[src/design/isort_pkg.sv]
// shared types and constants for the insertion sorter
package isort_pkg;

  localparam int unsigned VALUE_W = 32;

  typedef struct packed {
    logic signed [VALUE_W-1:0] value;
    logic                      last_item;
  } item_t;

  typedef struct packed {
    logic signed [VALUE_W-1:0] sorted_value;
    logic                      last_result;
    logic                      overflowed;
  } result_t;

  // what one cell shows its neighbors
  typedef struct packed {
    logic                      valid;
    logic                      gt;
    logic signed [VALUE_W-1:0] data;
  } link_t;

  // control broadcast to every cell
  typedef struct packed {
    logic                      ins;
    logic                      shift;
    logic signed [VALUE_W-1:0] ins_value;
  } ctrl_t;

  typedef enum logic {
    ST_FILL  = 1'b0,
    ST_DRAIN = 1'b1
  } state_t;

endpackage

[src/design/isort_cell.sv]
// one compare-and-hold cell of the sorting chain
module isort_cell (
  input  logic                clk,
  input  logic                rst,
  input  isort_pkg::ctrl_t    ctrl,
  input  isort_pkg::link_t    left,
  input  isort_pkg::link_t    right,
  output isort_pkg::link_t    link
);

  logic                               valid;
  logic signed [isort_pkg::VALUE_W-1:0] data;
  logic                               gt;
  logic                               take;

  assign gt   = valid && (data > ctrl.ins_value);
  // take a value when displaced by a smaller one, or when first empty cell
  assign take = gt || (!valid && left.valid);

  always_ff @(posedge clk) begin
    if (rst) begin
      valid <= 1'b0;
    end else if (ctrl.shift) begin
      valid <= right.valid;
    end else if (ctrl.ins && take) begin
      valid <= 1'b1;
    end
  end

  always_ff @(posedge clk) begin
    if (ctrl.shift) begin
      data <= right.data;
    end else if (ctrl.ins && take) begin
      data <= left.gt ? left.data : ctrl.ins_value;
    end
  end

  assign link.valid = valid;
  assign link.gt    = gt;
  assign link.data  = data;

endmodule

[src/design/insertion_sorter.sv]
// insertion sorter top level: chain of cells, fill and drain control
//
//   channel   signals                        payload
//   item      item_valid, item_ready, item   isort_pkg::item_t
//   result    result_valid, result_ready, result  isort_pkg::result_t
//
// filling: one item per cycle, inserted by all cells at once
// a last item starts a drain of n results, one per cycle unless stalled,
// shifting the chain toward cell 0; no items are taken while a drain is in progress
// items beyond MAX_ITEMS are dropped and flag overflow for the whole set
// reset clears the cell valid bits, fill state and overflow flag at once
// a stalled result holds cell 0 and the chain until the transfer
module insertion_sorter #(
  parameter int unsigned MAX_ITEMS = 16
) (
  input  logic               clk,
  input  logic               rst,
  input  logic               item_valid,
  output logic               item_ready,
  input  isort_pkg::item_t   item,
  output logic               result_valid,
  input  logic               result_ready,
  output isort_pkg::result_t result
);

  isort_pkg::state_t state;
  isort_pkg::state_t state_next;
  logic              overflow;
  logic              overflow_next;
  isort_pkg::ctrl_t  ctrl;
  isort_pkg::link_t  links [MAX_ITEMS];
  isort_pkg::link_t  left_edge;
  isort_pkg::link_t  right_edge;
  logic [MAX_ITEMS-1:0] vld;
  logic              full;
  logic              item_xfer;
  logic              result_xfer;

  assign left_edge  = '{valid: 1'b1, gt: 1'b0, data: '0};
  assign right_edge = '{valid: 1'b0, gt: 1'b0, data: '0};

  for (genvar i = 0; i < MAX_ITEMS; i++) begin : g_cell
    isort_cell u_cell (
      .clk   (clk),
      .rst   (rst),
      .ctrl  (ctrl),
      .left  ((i == 0) ? left_edge : links[(i == 0) ? 0 : i-1]),
      .right ((i == MAX_ITEMS-1) ? right_edge : links[(i == MAX_ITEMS-1) ? i : i+1]),
      .link  (links[i])
    );
    assign vld[i] = links[i].valid;
  end

  assign full        = vld[MAX_ITEMS-1];
  assign item_xfer   = item_valid && item_ready;
  assign result_xfer = result_valid && result_ready;

  // next state
  always_comb begin
    state_next    = state;
    overflow_next = overflow;
    case (state)
      isort_pkg::ST_FILL: begin
        if (item_xfer) begin
          if (full) begin
            overflow_next = 1'b1;
          end
          if (item.last_item) begin
            state_next = isort_pkg::ST_DRAIN;
          end
        end
      end
      isort_pkg::ST_DRAIN: begin
        if (result_xfer && result.last_result) begin
          state_next    = isort_pkg::ST_FILL;
          overflow_next = 1'b0;
        end
      end
      default: begin
        state_next = isort_pkg::ST_FILL;
      end
    endcase
  end

  // outputs
  always_comb begin
    item_ready          = 1'b0;
    result_valid        = 1'b0;
    ctrl.ins            = 1'b0;
    ctrl.shift          = 1'b0;
    ctrl.ins_value      = item.value;
    case (state)
      isort_pkg::ST_FILL: begin
        item_ready = 1'b1;
        ctrl.ins   = item_valid && !full;
      end
      isort_pkg::ST_DRAIN: begin
        result_valid = vld[0];
        ctrl.shift   = result_ready && vld[0];
      end
      default: begin
        item_ready = 1'b0;
      end
    endcase
  end

  assign result.sorted_value = links[0].data;
  assign result.last_result  = !vld[1];
  assign result.overflowed   = overflow;

  always_ff @(posedge clk) begin
    if (rst) begin
      state    <= isort_pkg::ST_FILL;
      overflow <= 1'b0;
    end else begin
      state    <= state_next;
      overflow <= overflow_next;
    end
  end

`ifndef SYNTHESIS
  a_drain_nonempty: assert property (@(posedge clk) disable iff (rst)
    state == isort_pkg::ST_DRAIN |-> vld[0])
    else $error("drain with empty chain");

  a_valid_prefix: assert property (@(posedge clk) disable iff (rst)
    (vld & (vld + 1'b1)) == '0)
    else $error("cell valid bits not a prefix");

  a_run_end_clears: assert property (@(posedge clk) disable iff (rst)
    result_xfer && result.last_result |=>
      state == isort_pkg::ST_FILL && vld == '0 && !overflow)
    else $error("store not empty after run end");

  a_drop_flags: assert property (@(posedge clk) disable iff (rst)
    item_xfer && full |=> overflow)
    else $error("dropped item without overflow");
`endif

endmodule

[config.mk]
export PLATFORM = sky130hd
export DESIGN_NAME = insertion_sorter
export DESIGN_NICKNAME = d
export VERILOG_FILES = /design/src/design/isort_pkg.sv /design/src/design/isort_cell.sv /design/src/design/insertion_sorter.sv
export SDC_FILE = /design/constraint.sdc
export NUM_CORES = 2
export LEC_CHECK = 0
export ABC_AREA = 1
export BUFFER_PORTS_ARGS = -buffer_cell sky130_fd_sc_hd__buf_2
export CAP_MARGIN = 20
export CORE_MARGIN = 2
export CORE_UTILIZATION = 40
export CTS_BUF_LIST = sky130_fd_sc_hd__clkbuf_8
export DETAILED_ROUTE_END_ITERATION = 12
export PLACE_DENSITY = 0.62
export SETUP_SLACK_MARGIN = 0.1
export SKIP_CTS_REPAIR_TIMING = 1
export SYNTH_ARGS = -nofsm -noshare
export SYNTH_HDL_FRONTEND = slang
export SYNTH_SLANG_ARGS = --single-unit
[constraint.sdc]
create_clock -name clk -period 7.6 [get_ports clk]
set_clock_uncertainty 0.05 [all_clocks]
set_input_delay 1.52 -clock clk [delete_from_list [all_inputs] [get_ports clk]]
set_output_delay 1.52 -clock clk [all_outputs]
set_load 0.02 [all_outputs]
==> qor.yml <==
grt_use_met1_pct: 34.0
switchingPower_uw: 2640
cp_data_required_time_ns: 7.96
area_after_detailed_placement_mm2: 0.0428
timing.final.setup_violations: 0
clock_sinks: 530
path_common_cell: "nand2_1"
pwr_density_cell_mw_per_mm2: 180
tritoncts: "yes"
critical_path_endpoint_category: "flop"
whs_ns: 0.414
startpoint_type: "input port"
effective_utilization_at_floorplan_pct: 40.3
critical_path_class: "in -> reg"
remaining_drc_errors: 0
period_share_pct: 65.8
hpwlAfterDp_um: 96600
syn-instance-count: 5415
grt_max_degree: 216
die_h_um: 324
grt_overflow_total: 0
final_common_cell: "nand2_1"
die_w_um: 324
tritoncts.num_buffers: 97
seqPwrFrac_pct: 44.7
timing.critical_path.arrival_ns: 5.37
worstMarginPinSlew_ns: 1.10
grt_first_pass_wirelength_um: 215000
detailedRoute.firstPassIterationCount: 6
cts-htree-levels: 3
max_cap_violations: 0
combPwrFrac_pct: 20.3
avgViaCountPerCell: 5.64
crit_path_cell_chain: "buf_2, inv_1, buf_4, ha_1, nand2_1, inv_1, nor3_1, nand2_1, nand2_1, nand2_1, nand2_1, nand3_2, nand3_2, buf_4, o21ai_0, nand2_1, nand2_1, buf_4"
internal-power_uw: 5390
busiest_metal_layer_after_global_routing: "met2"
yosys_register_bits: 530
synth_cell_types: 37
wl_um: 138000
num_io_pins: 73
port-buffer-count: 72
sw_frac_of_total_pct: 32.9
critical_path.max_fanout: 33
core_mm2: 0.102
antenna_found_initial: 2
min_path_type: "reg -> reg"
critical_path.top_delay_family: "buffers and inverters"
max-clock-path-buffers: 3
result_of_the_run: "completed"
syn-cell-area_mm2: 0.0410
globalRouteMet2Util_pct: 42.5
critPathSlowestCell: "inv_1"
final_period_minus_worst_setup_slack_ns: 5.00
gp_congestion: 0.884
report.final.hold_viol_count: 0
fp_rows: 117
drt_iter0_markers: 3961
fill_cell_total_of_the_finished_layout: 10421
power.static_leakage_uw: 0.0214
share_clk_of_total_power_pct: 34.9
layout-drive-gt1-share_pct: 6.88
per_instance_average_area_after_synthesis_um2: 7.58
critPathBufInv: 6
globalRouteMet3Util_pct: 3.40
detail-route-antenna-nets: 0
vdd_ir_drop_max_mv: 0.155
worst_rel_slew_slack_pct: 25.9
syn_nets: 5932
cts_root_buf: "clkbuf_8"
timing.fmax_mhz: 200
clock_pin_slew_reported_for_the_worst_setup_and_hold_paths_after_clock_tree_synthesis_ns: 0.06
maxSlewViolCount: 0
clk-insertion-delay-late_ns: 0.76
multi_input_comb_area_mm2: 0.0221
cp_slowest_stage_delay_ns: 0.67
totalNegativeSetupSlack_ns: 0
synthToLayoutAreaGrowth_pct: 8.90
routedWlPerCell_um: 20.2
grt_pass1_vias: 36917
post-route-cell-area_mm2: 0.0447
dieArea_mm2: 0.105
rsz0062_at_grt: "no"
final_net_count: 5899
yosys_warnings: 0
num_vias: 38520
synth_sequential_area_ratio_pct: 37.6
register_cell_area_after_layout_mm2: 0.0154
top_library_cells_by_usage_in_the_layout_fill_and_taps_aside: "nand2_1 (1804), inv_1 (614), ha_1 (480), edfxtp_1 (480), nand4_1 (469)"
grt_util_all_layers_pct: 25.6
-- synth_stat cells, drive strengths merged --
library cell / n / area share, %
o21a: 16 / 0.29
clkinv: 2 / 0.018
o22ai: 2 / 0.030
buf: 103 / 1.4
nor2: 166 / 1.5
nor4: 8 / 0.26
o211ai: 39 / 0.71
a31oi: 7 / 0.11
o21bai: 2 / 0.037
nor3: 24 / 0.32
dfxtp: 50 / 2.4
edfxtp: 480 / 35
inv: 578 / 5.3
nand4: 469 / 7.1
ha: 480 / 15
nand2: 1811 / 17
clkbuf: 224 / 2.0
a21o: 8 / 0.15
o21ai: 200 / 2.4
nor3b: 3 / 0.055
and3: 9 / 0.14
nand3: 471 / 6.0
a21oi: 261 / 3.2
a41oi: 1 / 0.021
nand3b: 1 / 0.018
-- final cells by class --
cell class	count	share of cell area [%]
antenna	2	0.0112
clock buffer	110	3.39
clock inverter	70	0.890
inverter	580	4.89
multi-input combinational	3978	49.4
sequential	530	34.5
tap	1368	3.83
timing repair buffer	195	3.10
-- registers in the layout, summed over array words and instances (netlist names) --
signal / cells
overflow: 1
state: 1
g_cell.u_cell.valid: 16
g_cell.u_cell.data: 512
-- layer usage --
metal	wire length [um]	up-vias	part of all wire, %
li1	-	18474	-
met1	58800	18141	43
met2	64800	1609	47
met3	9840	296	7.1
met4	4820	0	3.5
met5	0	-	0
-- power groups by stage --
stage	Clock, uW	Sequential (uW)	Combinational (uW)
3_5_place_dp	0	3650	1610
2_1_floorplan	0	3610	1120
6_report	2810	3590	1630
4_1_cts	2840	3590	1610
5_1_grt	2960	3610	1840
3_3_place_gp	0	3650	1570
-- final timing paths --
check,from,to,slack (ns),cells after the start
worst max-delay path,item[8],g_cell[6].u_cell.data[28],2.60,18
worst min-delay path,g_cell[15].u_cell.data[25],g_cell[15].u_cell.data[25],0.41,2
worst max register to register,g_cell[3].u_cell.data[31],g_cell[3].u_cell.data[23],3.61,12
worst min register to register,g_cell[15].u_cell.data[25],g_cell[15].u_cell.data[25],0.41,2
-- cell families after synthesis --
kind of cell	synth area share (%)
compound gates	6.97
fa+ha+maj	14.6
buf+inv	8.79
flops	37.6
simple gates	32.1
-- metrics by stage --
stage,power (uW),std cells,util [%],worst slack (ns)
3_3_place_gp,5220,6651,42.0,1.94
2_1_floorplan,4730,5415,-,1.40
6_report,8030,6833,43.9,2.60
5_1_grt,8410,6832,43.9,2.37
3_5_place_dp,5260,6651,42.0,1.90
4_1_cts,8050,6831,43.9,2.65
-- tightest hold or removal path: stages (launching register included) --
cell and delay, ns:
dfxtp_1 0.31, nand2_1 0.06, a21oi_1 0.05
No activity file was read; power rests on OpenSTA's default activity.
